### config.mk
export PLATFORM = sky130hd
export DESIGN_NAME = int_cumulative_scan_na_core
export DESIGN_NICKNAME = d
export VERILOG_FILES = /design/src/rtl/core/icsn_pkg.sv /design/src/rtl/core/int_cumulative_scan_na_core.sv
export SDC_FILE = /design/constraint.sdc
export NUM_CORES = 1
export LEC_CHECK = 0
export ABC_AREA = 1
export BUFFER_PORTS_ARGS = -buffer_cell sky130_fd_sc_hd__buf_4
export CAP_MARGIN = 40
export CORE_MARGIN = 5
export CORE_UTILIZATION = 40
export CTS_CLUSTER_SIZE = 14
export DETAILED_ROUTE_END_ITERATION = 8
export PLACE_DENSITY = 0.65
export SLEW_MARGIN = 10
export SYNTH_ARGS = -nofsm -noshare
export SYNTH_HDL_FRONTEND = slang
export SYNTH_SLANG_ARGS = --single-unit
export TNS_END_PERCENT = 20
### constraint.sdc
create_clock -name clk_i -period 8.55 [get_ports clk_i]
set_clock_uncertainty 0.1 [all_clocks]
set_input_delay 1.71 -clock clk_i [delete_from_list [all_inputs] [get_ports clk_i]]
set_output_delay 1.71 -clock clk_i [all_outputs]
set_load 0.005 [all_outputs]
### src/rtl/core/icsn_pkg.sv
// Package for the integer cumulative scan core: item types, mode codes and NA marker.
`timescale 1ns / 1ps
`default_nettype none

package icsn_pkg;

  localparam int unsigned ElemWidth = 32;
  localparam int unsigned ModeWidth = 2;

  // Missing-value marker: most negative 32-bit value.
  localparam logic [ElemWidth-1:0] NaValue = {1'b1, {(ElemWidth-1){1'b0}}};

  typedef enum logic [ModeWidth-1:0] {
    MODE_SUM = 2'd0,
    MODE_MAX = 2'd1,
    MODE_MIN = 2'd2
  } scan_mode_e;

  typedef struct packed {
    logic signed [ElemWidth-1:0] element;
    logic                        end_of_vector;
  } in_item_t;

  typedef struct packed {
    logic signed [ElemWidth-1:0] running_value;
    logic                        overflow_seen;
    logic                        end_of_run;
  } out_item_t;

endpackage

`default_nettype wire

### src/rtl/core/int_cumulative_scan_na_core.sv
// Top level of the integer cumulative scan core (sum, max, min with NA handling).
`timescale 1ns / 1ps
`default_nettype none

// Running prefix scan over signed 32-bit elements, one result item per input item.
// The value -2147483648 is NA; once it arrives, the rest of the vector gives NA.
// cfg_data_i selects sum, max or min (code 3 gives NA and leaves the state alone);
// write it only while the core is idle. In sum mode a running sum beyond
// +-(2^31-1) flags overflow_seen on that item and the vector gives NA afterwards.
// An item with end_of_vector set restarts the scan after its own result.
// Throughput is one item per clock while out_stall_i is low: the accumulator update is
// one 33-bit add or one compare between the input register and the accumulator
// register. An accepted input item passes through the input register and then the
// result register, and waits in the input register while a stalled result holds it.
module int_cumulative_scan_na_core
  import icsn_pkg::*;
(
  input  wire logic                 clk_i,
  input  wire logic                 rst_ni,
  // configuration
  input  wire logic                 cfg_we_i,
  input  wire logic [ModeWidth-1:0] cfg_data_i,
  // input channel
  input  wire logic                 in_valid_i,
  output logic                      in_stall_o,
  input  wire in_item_t             in_item_i,
  // output channel
  output logic                      out_valid_o,
  input  wire logic                 out_stall_i,
  output out_item_t                 out_item_o
);

  logic [ModeWidth-1:0] mode_q;

  logic     s1_valid_q;
  in_item_t s1_q;

  logic      out_valid_q;
  out_item_t out_q;

  logic [ElemWidth-1:0] acc_q, acc_d;
  logic                 halted_q, halted_d;
  logic                 first_q, first_d;

  logic      s1_fire;
  logic      in_fire;
  out_item_t res;

  logic signed [ElemWidth:0] sum_ext;
  logic                      sum_ovf;
  logic                      elem_gt;
  logic                      elem_lt;
  logic [ElemWidth-1:0]      pick;

  // stage 1 moves into the result register when that register is free or draining
  assign s1_fire    = s1_valid_q && (!out_valid_q || !out_stall_i);
  assign in_stall_o = s1_valid_q && !s1_fire;
  assign in_fire    = in_valid_i && !in_stall_o;

  assign sum_ext = {acc_q[ElemWidth-1], acc_q} + {s1_q.element[ElemWidth-1], s1_q.element};
  // out of 32-bit range, or landed exactly on the NA code
  assign sum_ovf = (sum_ext[ElemWidth] != sum_ext[ElemWidth-1])
                   || (sum_ext[ElemWidth-1:0] == NaValue);
  assign elem_gt = $signed(s1_q.element) > $signed(acc_q);
  assign elem_lt = $signed(s1_q.element) < $signed(acc_q);

  always_comb begin
    acc_d    = acc_q;
    halted_d = halted_q;
    first_d  = first_q;
    res.running_value = NaValue;
    res.overflow_seen = 1'b0;
    res.end_of_run    = s1_q.end_of_vector;
    pick = acc_q;

    if (!halted_q) begin
      case (mode_q)
        MODE_SUM: begin
          if (s1_q.element == NaValue) begin
            halted_d = 1'b1;
          end else if (sum_ovf) begin
            halted_d          = 1'b1;
            res.overflow_seen = 1'b1;
          end else begin
            acc_d             = sum_ext[ElemWidth-1:0];
            first_d           = 1'b0;
            res.running_value = sum_ext[ElemWidth-1:0];
          end
        end
        MODE_MAX, MODE_MIN: begin
          if (s1_q.element == NaValue) begin
            halted_d = 1'b1;
          end else begin
            if (first_q) begin
              pick = s1_q.element;
            end else if (mode_q == MODE_MAX) begin
              pick = elem_gt ? s1_q.element : acc_q;
            end else begin
              pick = elem_lt ? s1_q.element : acc_q;
            end
            acc_d             = pick;
            first_d           = 1'b0;
            res.running_value = pick;
          end
        end
        default: begin
          res.running_value = NaValue;
        end
      endcase
    end

    if (s1_q.end_of_vector) begin
      acc_d    = '0;
      halted_d = 1'b0;
      first_d  = 1'b1;
    end
  end

  always_ff @(posedge clk_i or negedge rst_ni) begin
    if (!rst_ni) begin
      mode_q      <= MODE_SUM;
      s1_valid_q  <= 1'b0;
      out_valid_q <= 1'b0;
      acc_q       <= '0;
      halted_q    <= 1'b0;
      first_q     <= 1'b1;
    end else begin
      if (cfg_we_i) begin
        mode_q <= cfg_data_i;
      end
      if (in_fire) begin
        s1_valid_q <= 1'b1;
      end else if (s1_fire) begin
        s1_valid_q <= 1'b0;
      end
      if (s1_fire) begin
        out_valid_q <= 1'b1;
        acc_q       <= acc_d;
        halted_q    <= halted_d;
        first_q     <= first_d;
      end else if (!out_stall_i) begin
        out_valid_q <= 1'b0;
      end
    end
  end

  always_ff @(posedge clk_i) begin
    if (in_fire) begin
      s1_q <= in_item_i;
    end
    if (s1_fire) begin
      out_q <= res;
    end
  end

  assign out_valid_o = out_valid_q;
  assign out_item_o  = out_q;

  // overflow is only reported on an NA result
  a_ovf_is_na: assert property (@(posedge clk_i) disable iff (!rst_ni)
    out_valid_q && out_q.overflow_seen |-> out_q.running_value == NaValue)
    else $error("overflow flagged on a non-NA result");

  // overflow comes from sum mode only
  a_ovf_sum_mode: assert property (@(posedge clk_i) disable iff (!rst_ni)
    out_valid_q && out_q.overflow_seen |-> mode_q == MODE_SUM)
    else $error("overflow flagged outside sum mode");

  // the end mark restarts the scan
  a_restart: assert property (@(posedge clk_i) disable iff (!rst_ni)
    s1_fire && s1_q.end_of_vector |=> !halted_q && first_q && acc_q == '0)
    else $error("scan state not restarted after end of vector");

  // a halted scan gives plain NA
  a_halted_na: assert property (@(posedge clk_i) disable iff (!rst_ni)
    s1_fire && halted_q |=> out_q.running_value == NaValue && !out_q.overflow_seen)
    else $error("halted scan produced a value");

endmodule

`default_nettype wire
==> results.yml, run 1 <==
floorplan:
  initial_core_util: 0.405
  die_w_um: 167
  die_h_um: 167
  die-area_um2: 27900
  num_rows: 57
  core-area_um2: 24300
  pin_count: 76
sta:
  finalCritPeriodShare: 0.492
  maxSlewHeadroom: 0.360
  setup_viol: 0
  fin_tns_setup_ps: 0
  rsz0062_at_grt: "no"
  finalHoldViolations: 0
  fmax_ghz: 0.238
  period_minus_slack_ps: 4210
  holdWs_ps: 409
  slew_violations: 0
  worst_pin_slew_ps: 960
drt:
  wire_per_inst_um: 17.4
  postRouteAntennaNets: 0
  first_pass_iters: 5
  viasPerCell: 5.32
  drtIter0Drc: 979
  vias: 10373
  wl_um: 33800
  drc: 0
cells_and_area:
  layout.nets: 1727
  drive_gt1_frac: 0.0800
  diodes: 0
  layout_commonest_cell: "nand2_1"
  layout_common_cells: "nand2_1, nand3_1, inv_1, buf_4, nor2_1"
  final_util: 0.456
  area_growth_pct: 12.7
  final_area_um2: 11100
  finalNonFillerCells: 1948
synthesis:
  yosys_warnings: 0
  syn_inst: 1581
  yosys_register_bits: 105
  ys_types: 37
  synth-edff-count: 67
  syn-cell-area_um2: 9850
  synth_flop_cell: "edfxtp_1"
  syn_area_per_cell_um2: 6.23
  ys_async_sr_fraction: 0.362
  ys_seq_area_frac: 0.301
  synth_fp_nets: 1689
cts:
  clkTransAtPathRegs_ps: 90
  cts_tree: "done"
  cts_root_buf: "clkbuf_16"
  cts_resized: 0
  postCtsSetupBuffers: 0
  clock_latency_ps: 370
  cts_buffer_depth: 2
  htreeDepth: 3
  cts.sinks: 105
  hold_buffers: 0
  cts_buffers: 9
setup_path:
  cp_max_fo: 34
  cp-end-kind: "flip-flop"
  cp_slowest_stage_delay_ps: 440
  timing.critical_path.cells: "ha_1, inv_1, fa_1, o21ai_0, nand4_1, nand2_1, nand2_1, nand3_1, nand3_1, nor2_1, nand2_1, nor2_1, nand2_1, o21ai_2, nand2_1, nand3_4, nand2_4, nand2_1, nand2_1"
  startpoint_type: "flip-flop"
  critical_path_arrival_ps: 4350
  crit_slowest_cell: "fa_1"
  crit_type: "flip-flop to flip-flop"
  worst-endpoint-required_ps: 8700
  critPathMostFrequentCell: "nand2_1"
hold_path:
  hold_class: "flip-flop to flip-flop"
global_route:
  grt_pass1_wl_um: 53700
  grtUsageTotal: 0.240
  grt_remaining_overflow: 0
  grt_max_degree: 64
  antenna_found_initial: 0
  grt_pass1_vias: 9764
placed_design:
  dp_cells: 1932
  io_buffers: 75
  dp_hpwl_um: 24200
  gp_congestion: 1.01
  placedInstanceArea_um2: 10800
power_and_ir_drop:
  power_frac_seq: 0.223
  ir_worst_vdd_uv: 315
  powerDensity_nw_per_um2: 357
  clockPowerShare: 0.110
  pwr-share-comb: 0.667
  leakage_nw: 5.85
  internal_power_w: 0.00177
  p_sw_frac: 0.553
  power.switching_w: 0.00219
flow_run:
  cap_violations: 0
status:
  status: "complete, no violations"
## worst max-delay path: cells and delay by family (launching register included)
family | cells | cell delay, ps
buffers and inverters | 1 | 60
AND/OR/NAND/NOR | 14 | 2370
flip-flops | 1 | 430
adder cells (fa/ha/maj) | 2 | 630
AO/OA/AOI/OAI | 2 | 500
## cell families (layout without fill, tap and decap cells)
group | after synthesis | after routing | synth area share
adder cells (fa/ha/maj) | 68 | 68 | 0.0871
XOR/XNOR | 3 | 3 | 0.00267
AO/OA/AOI/OAI | 132 | 132 | 0.0704
buffers and inverters | 325 | 368 | 0.129
AND/OR/NAND/NOR | 948 | 948 | 0.409
flip-flops | 105 | 105 | 0.301
## synthesized netlist by cell type, types with 2 or more instances
| cell | instances | area share |
|---|---|---|
| o21ai_1 | 2 | 0.0010 |
| o21a_1 | 2 | 0.0015 |
| nor4_1 | 4 | 0.0025 |
| o21ai_0 | 45 | 0.023 |
| inv_2 | 8 | 0.0030 |
| clkbuf_1 | 30 | 0.011 |
| nand3b_1 | 3 | 0.0023 |
| nor2_2 | 3 | 0.0019 |
| dfrtp_1 | 37 | 0.094 |
| or4_1 | 6 | 0.0046 |
| buf_6 | 3 | 0.0034 |
| inv_1 | 248 | 0.094 |
| ha_1 | 67 | 0.085 |
| nand3_1 | 271 | 0.14 |
| buf_4 | 3 | 0.0023 |
| clkinv_1 | 5 | 0.0019 |
| nand4_1 | 13 | 0.0083 |
| o21bai_1 | 7 | 0.0053 |
| nor3_1 | 13 | 0.0066 |
| nand2_1 | 551 | 0.21 |
| nor2_1 | 79 | 0.030 |
| xor2_1 | 2 | 0.0018 |
| buf_2 | 17 | 0.0086 |
| a21oi_1 | 73 | 0.037 |
| buf_1 | 11 | 0.0042 |
| edfxtp_1 | 67 | 0.20 |
## worst paths after layout
path | to | start | slack [ps] | cells after the start
max in group asynchronous | acc_q[17]$_DFFE_PN0P_ | rst_ni | 6680 | 1
max reg2reg | acc_q[20]$_DFFE_PN0P_ | s1_q[1]$_DFFE_PP_ | 4340 | 19
min reg2reg | out_valid_o$_DFFE_PN0P_ | s1_valid_q$_DFFE_PN0P_ | 410 | 2
min | out_valid_o$_DFFE_PN0P_ | s1_valid_q$_DFFE_PN0P_ | 410 | 2
min in group asynchronous | acc_q[2]$_DFFE_PN0P_ | rst_ni | 1240 | 1
max | acc_q[20]$_DFFE_PN0P_ | s1_q[1]$_DFFE_PP_ | 4340 | 19
## power by group through the flow
stage / logic (W) / clock network, W / registers (W)
floorplan: 0.00182 / 0 / 0.000825
global placement: 0.00249 / 0 / 0.000886
detailed placement: 0.00259 / 0 / 0.000889
CTS: 0.00261 / 0.000446 / 0.000881
global route: 0.00295 / 0.000462 / 0.000909
finish: 0.00264 / 0.000436 / 0.000885
## registers in the layout (all words and copies together), names as in the netlist
name	cells
acc_q	32
res	1
mode_q	2
s1_valid_q	1
first_q	1
halted_q	1
s1_q	32
out_valid_o	1
out_item_o	34
## through the flow
stage	power [W]	setup slack, ps
2_1_floorplan	0.00265	4030
3_5_place_dp	0.00348	4450
6_report	0.00396	4340
3_3_place_gp	0.00338	4540
5_1_grt	0.00432	3960
4_1_cts	0.00393	4410
## layer usage
layer / wire length (um) / vias to the layer above / global-route usage
met2: 15000 / 439 / 0.383
met4: 836 / 0 / 0.0722
met3: 2650 / 54 / 0.0403
li1: - / 5109 / -
met1: 15400 / 4771 / 0.335
met5: 0 / - / 0
## area by class of cell
type	instances	area [um2]
clock buffer	10	229
timing repair buffer	91	808
tap	324	405
sequential	105	2960
inverter	261	980
multi-input combinational	1151	5640
clock inverter	6	70.1
fill	2580	13200
No activity file was read; power rests on OpenSTA's default activity.
==> run 2: changes to the inputs <==
- ABC_AREA: 1 -> 0
- PLACE_DENSITY: 0.65 -> 0.66
- clock period: 8.55 -> 4.15 ns (I/O delays scaled with it)
==> run 2 against run 1 <==
  * Synthesized cell count decreased by 52%
  * Via count fell by 37%
  * Final area shrank 17%
  * Worst setup slack got worse by 4200 ps
  * Register-to-register slack got worse by 4200 ps
  * Core utilization rose by 3.7 points
  * Critical path type unchanged
==> results.yml, run 2 <==
synthesis:
  syn-cell-area_um2: 7580
  synth_top_family_by_area: "compound AO/OA/AOI/OAI gates"
  yosys-top-cells-count: "edfxtp_1, ha_1, inv_1"
  ys_seq_area_frac: 0.391
  yosys.area.top_type_share: 0.265
  yosys.area_share.simple: 0.120
  yosys_register_bits: 105
  yosys_warnings: 0
  ys_async_sr_fraction: 0.362
  synth_fa_ha_area_frac: 0.113
  syn_inst: 755
  synth_largest_area_cell: "edfxtp_1"
  synth_compound_area_frac: 0.220
  syn_area_per_cell_um2: 10.0
  synth_area_leaders: "edfxtp_1, dfrtp_1, ha_1, mux2i_1, a22o_1"
  ys_types: 71
  muxShareOfSynthArea: 0.0714
  synth_fp_nets: 863
  synth_flop_cell: "edfxtp_1"
  synthXorXnorAreaFrac: 0.0289
  synth-edff-count: 67
global_route:
  grt_pass1_wl_um: 36200
  antenna_found_initial: 0
  grt_remaining_overflow: 0
  grt_pass1_vias: 6605
  grtUsageTotal: 0.212
  grt_max_degree: 46
cells_and_area:
  area_growth_pct: 21.7
  layout_common_cells: "buf_4, edfxtp_1, inv_1, ha_1, mux2i_1"
  final_area_um2: 9230
  layout_commonest_cell: "buf_4"
  drive_gt1_frac: 0.221
  largest_register_ffs: 34
  diodes: 0
  nFillCells: 1761
  layout.nets: 984
sta:
  period_minus_slack_ps: 3990
  fmax_ghz: 0.250
  finalHoldViolations: 0
  setup_viol: 0
  maxSlewHeadroom: 0.449
  finalCritPeriodShare: 0.962
  worst_pin_slew_ps: 827
  slew_violations: 0
  setup_slack_ps: 156
cts:
  cts.sinks: 105
  clock_latency_ps: 370
  clkTransAtPathRegs_ps: 80
  cts_root_buf: "clkbuf_16"
  cts_tree: "done"
  cts_buffers: 9
  htreeDepth: 3
  hold_buffers: 0
  cts_buffer_depth: 2
drt:
  postRouteAntennaNets: 0
  viasPerCell: 5.90
  vias: 6584
  wl_um: 23100
  first_pass_iters: 5
  drtIter0Drc: 468
  drc: 0
  wire_per_inst_um: 20.7
power_and_ir_drop:
  power_frac_seq: 0.266
  internal_power_w: 0.00336
  ir_worst_vdd_uv: 244
  powerDensity_nw_per_um2: 653
  leakage_nw: 3.84
  clockPowerShare: 0.133
  power.switching_w: 0.00267
  p_sw_frac: 0.443
  pwr-share-comb: 0.601
setup_path:
  crit_path_start: "s1_q[4]$_DFFE_PP_"
  crit_slowest_cell: "edfxtp_1"
  cp_slowest_stage_delay_ps: 460
  critical_path_arrival_ps: 4200
  cp_max_fo: 11
  crit_type: "flip-flop to flip-flop"
  regToRegStartpoint: "s1_q[4]$_DFFE_PP_"
  timing.critical_path.cells: "ha_2, nor2_4, o211ai_1, buf_4, a2111oi_4, o31ai_2, o211ai_1, xnor2_2, nand4_1, nor4_4, a311oi_2, a21oi_2, buf_4, a22o_1"
  cp-end-kind: "flip-flop"
  startpoint_type: "flip-flop"
  worst-endpoint-required_ps: 4350
  r2r_cells: 14
floorplan:
  die_h_um: 148
  initial_core_util: 0.405
  num_rows: 50
  die_w_um: 148
  die-area_um2: 21800
  core-area_um2: 18700
  pin_count: 76
placed_design:
  gp_congestion: 0.974
  io_buffers: 75
  dp_hpwl_um: 17200
  dp_slack_ps: 57.1
  placedInstanceArea_um2: 8750
status:
  status: "complete, no violations"
hold_path:
  hold_class: "input pin to async pin"
flow_run:
  cap_violations: 0
==> run 2: cell types whose count changed after synthesis, sizes merged, moves of 18 or more <==
cell / delta
o21ai: -23
a21oi: -22
nand3: -257
mux2i: +53
nor2: -39
o32ai: +23
xnor2: +18
nand2: -522
a22o: +34
buf: -23
inv: -190
==> run 2: cell families (layout without fill, tap and decap cells) <==
group / Yosys count / after routing
AO/OA/AOI/OAI: 225 / 225
AND/OR/NAND/NOR: 176 / 176
flip-flops: 105 / 105
buffers and inverters: 102 / 228
adder cells (fa/ha/maj): 68 / 68
multiplexers: 54 / 54
XOR/XNOR: 25 / 25
==> run 2: cell type report <==
class,instances,area (um2),area share
tap,234,293,0.0317
clock inverter,5,33.8,0.00366
clock buffer,11,233,0.0252
sequential,105,2960,0.321
multi-input combinational,548,4310,0.467
inverter,66,248,0.0268
timing repair buffer,146,1140,0.124
==> run 2: path summary, 6_finish.rpt <==
path / to / slack (ps)
setup / recovery: acc_q[29]$_DFFE_PN0P_ / 160
hold / removal: acc_q[17]$_DFFE_PN0P_ / 360
setup reg to reg: acc_q[29]$_DFFE_PN0P_ / 160
hold reg to reg: out_valid_o$_DFFE_PN0P_ / 410
max in group asynchronous: out_valid_o$_DFFE_PN0P_ / 3180
min in group clk_i: out_valid_o$_DFFE_PN0P_ / 410
==> run 2: layer usage <==
metal  share of wire  global-route usage
met5               0                   0
met4           0.029              0.0829
met3           0.051              0.0356
met2            0.47               0.347
met1            0.45               0.280
==> run 2: timing repair <==
| item | CTS | global route |
|---|---|---|
| setup endpoints to repair | 0 | 42 |
| gates resized for setup | 0 | 19 |
| endpoints found under the hold margin | 0 | 0 |
| buffers inserted | 0 | 15 |
==> run 2: critical path, delay by kind of cell, from the launching register on <==
family,cells,cell delay [ps]
buffers and inverters,2,410
and+or+nand+nor,3,850
DFF,1,460
AOI/OAI and AO/OA,7,1520
xor gates and xnor gates,1,190
adders and majority gates,1,370
==> run 2: through the flow <==
| stage | power, W | std cells | util | TNS, ps | hold slack [ps] |
|---|---|---|---|---|---|
| 2_1_floorplan | 0.00379 | 755 | - | 0 | 357 |
| 3_3_place_gp | 0.00501 | 1083 | 0.466 | 0 | 369 |
| 3_5_place_dp | 0.00502 | 1084 | 0.468 | 0 | 391 |
| 4_1_cts | 0.00584 | 1100 | 0.482 | 0 | 373 |
| 5_1_grt | 0.00642 | 1115 | 0.493 | -46.7 | 397 |
| 6_report | 0.00602 | 1115 | 0.493 | 0 | 363 |
==> run 2: power groups by stage <==
stage | Sequential, W | Clock (W) | Combinational, W
after CTS | 0.00160 | 0.000819 | 0.00343
after global placement | 0.00162 | 0 | 0.00339
after detailed placement | 0.00162 | 0 | 0.00341
final | 0.00160 | 0.000802 | 0.00362
after floorplan | 0.00158 | 0 | 0.00220
after global routing | 0.00163 | 0.000866 | 0.00392
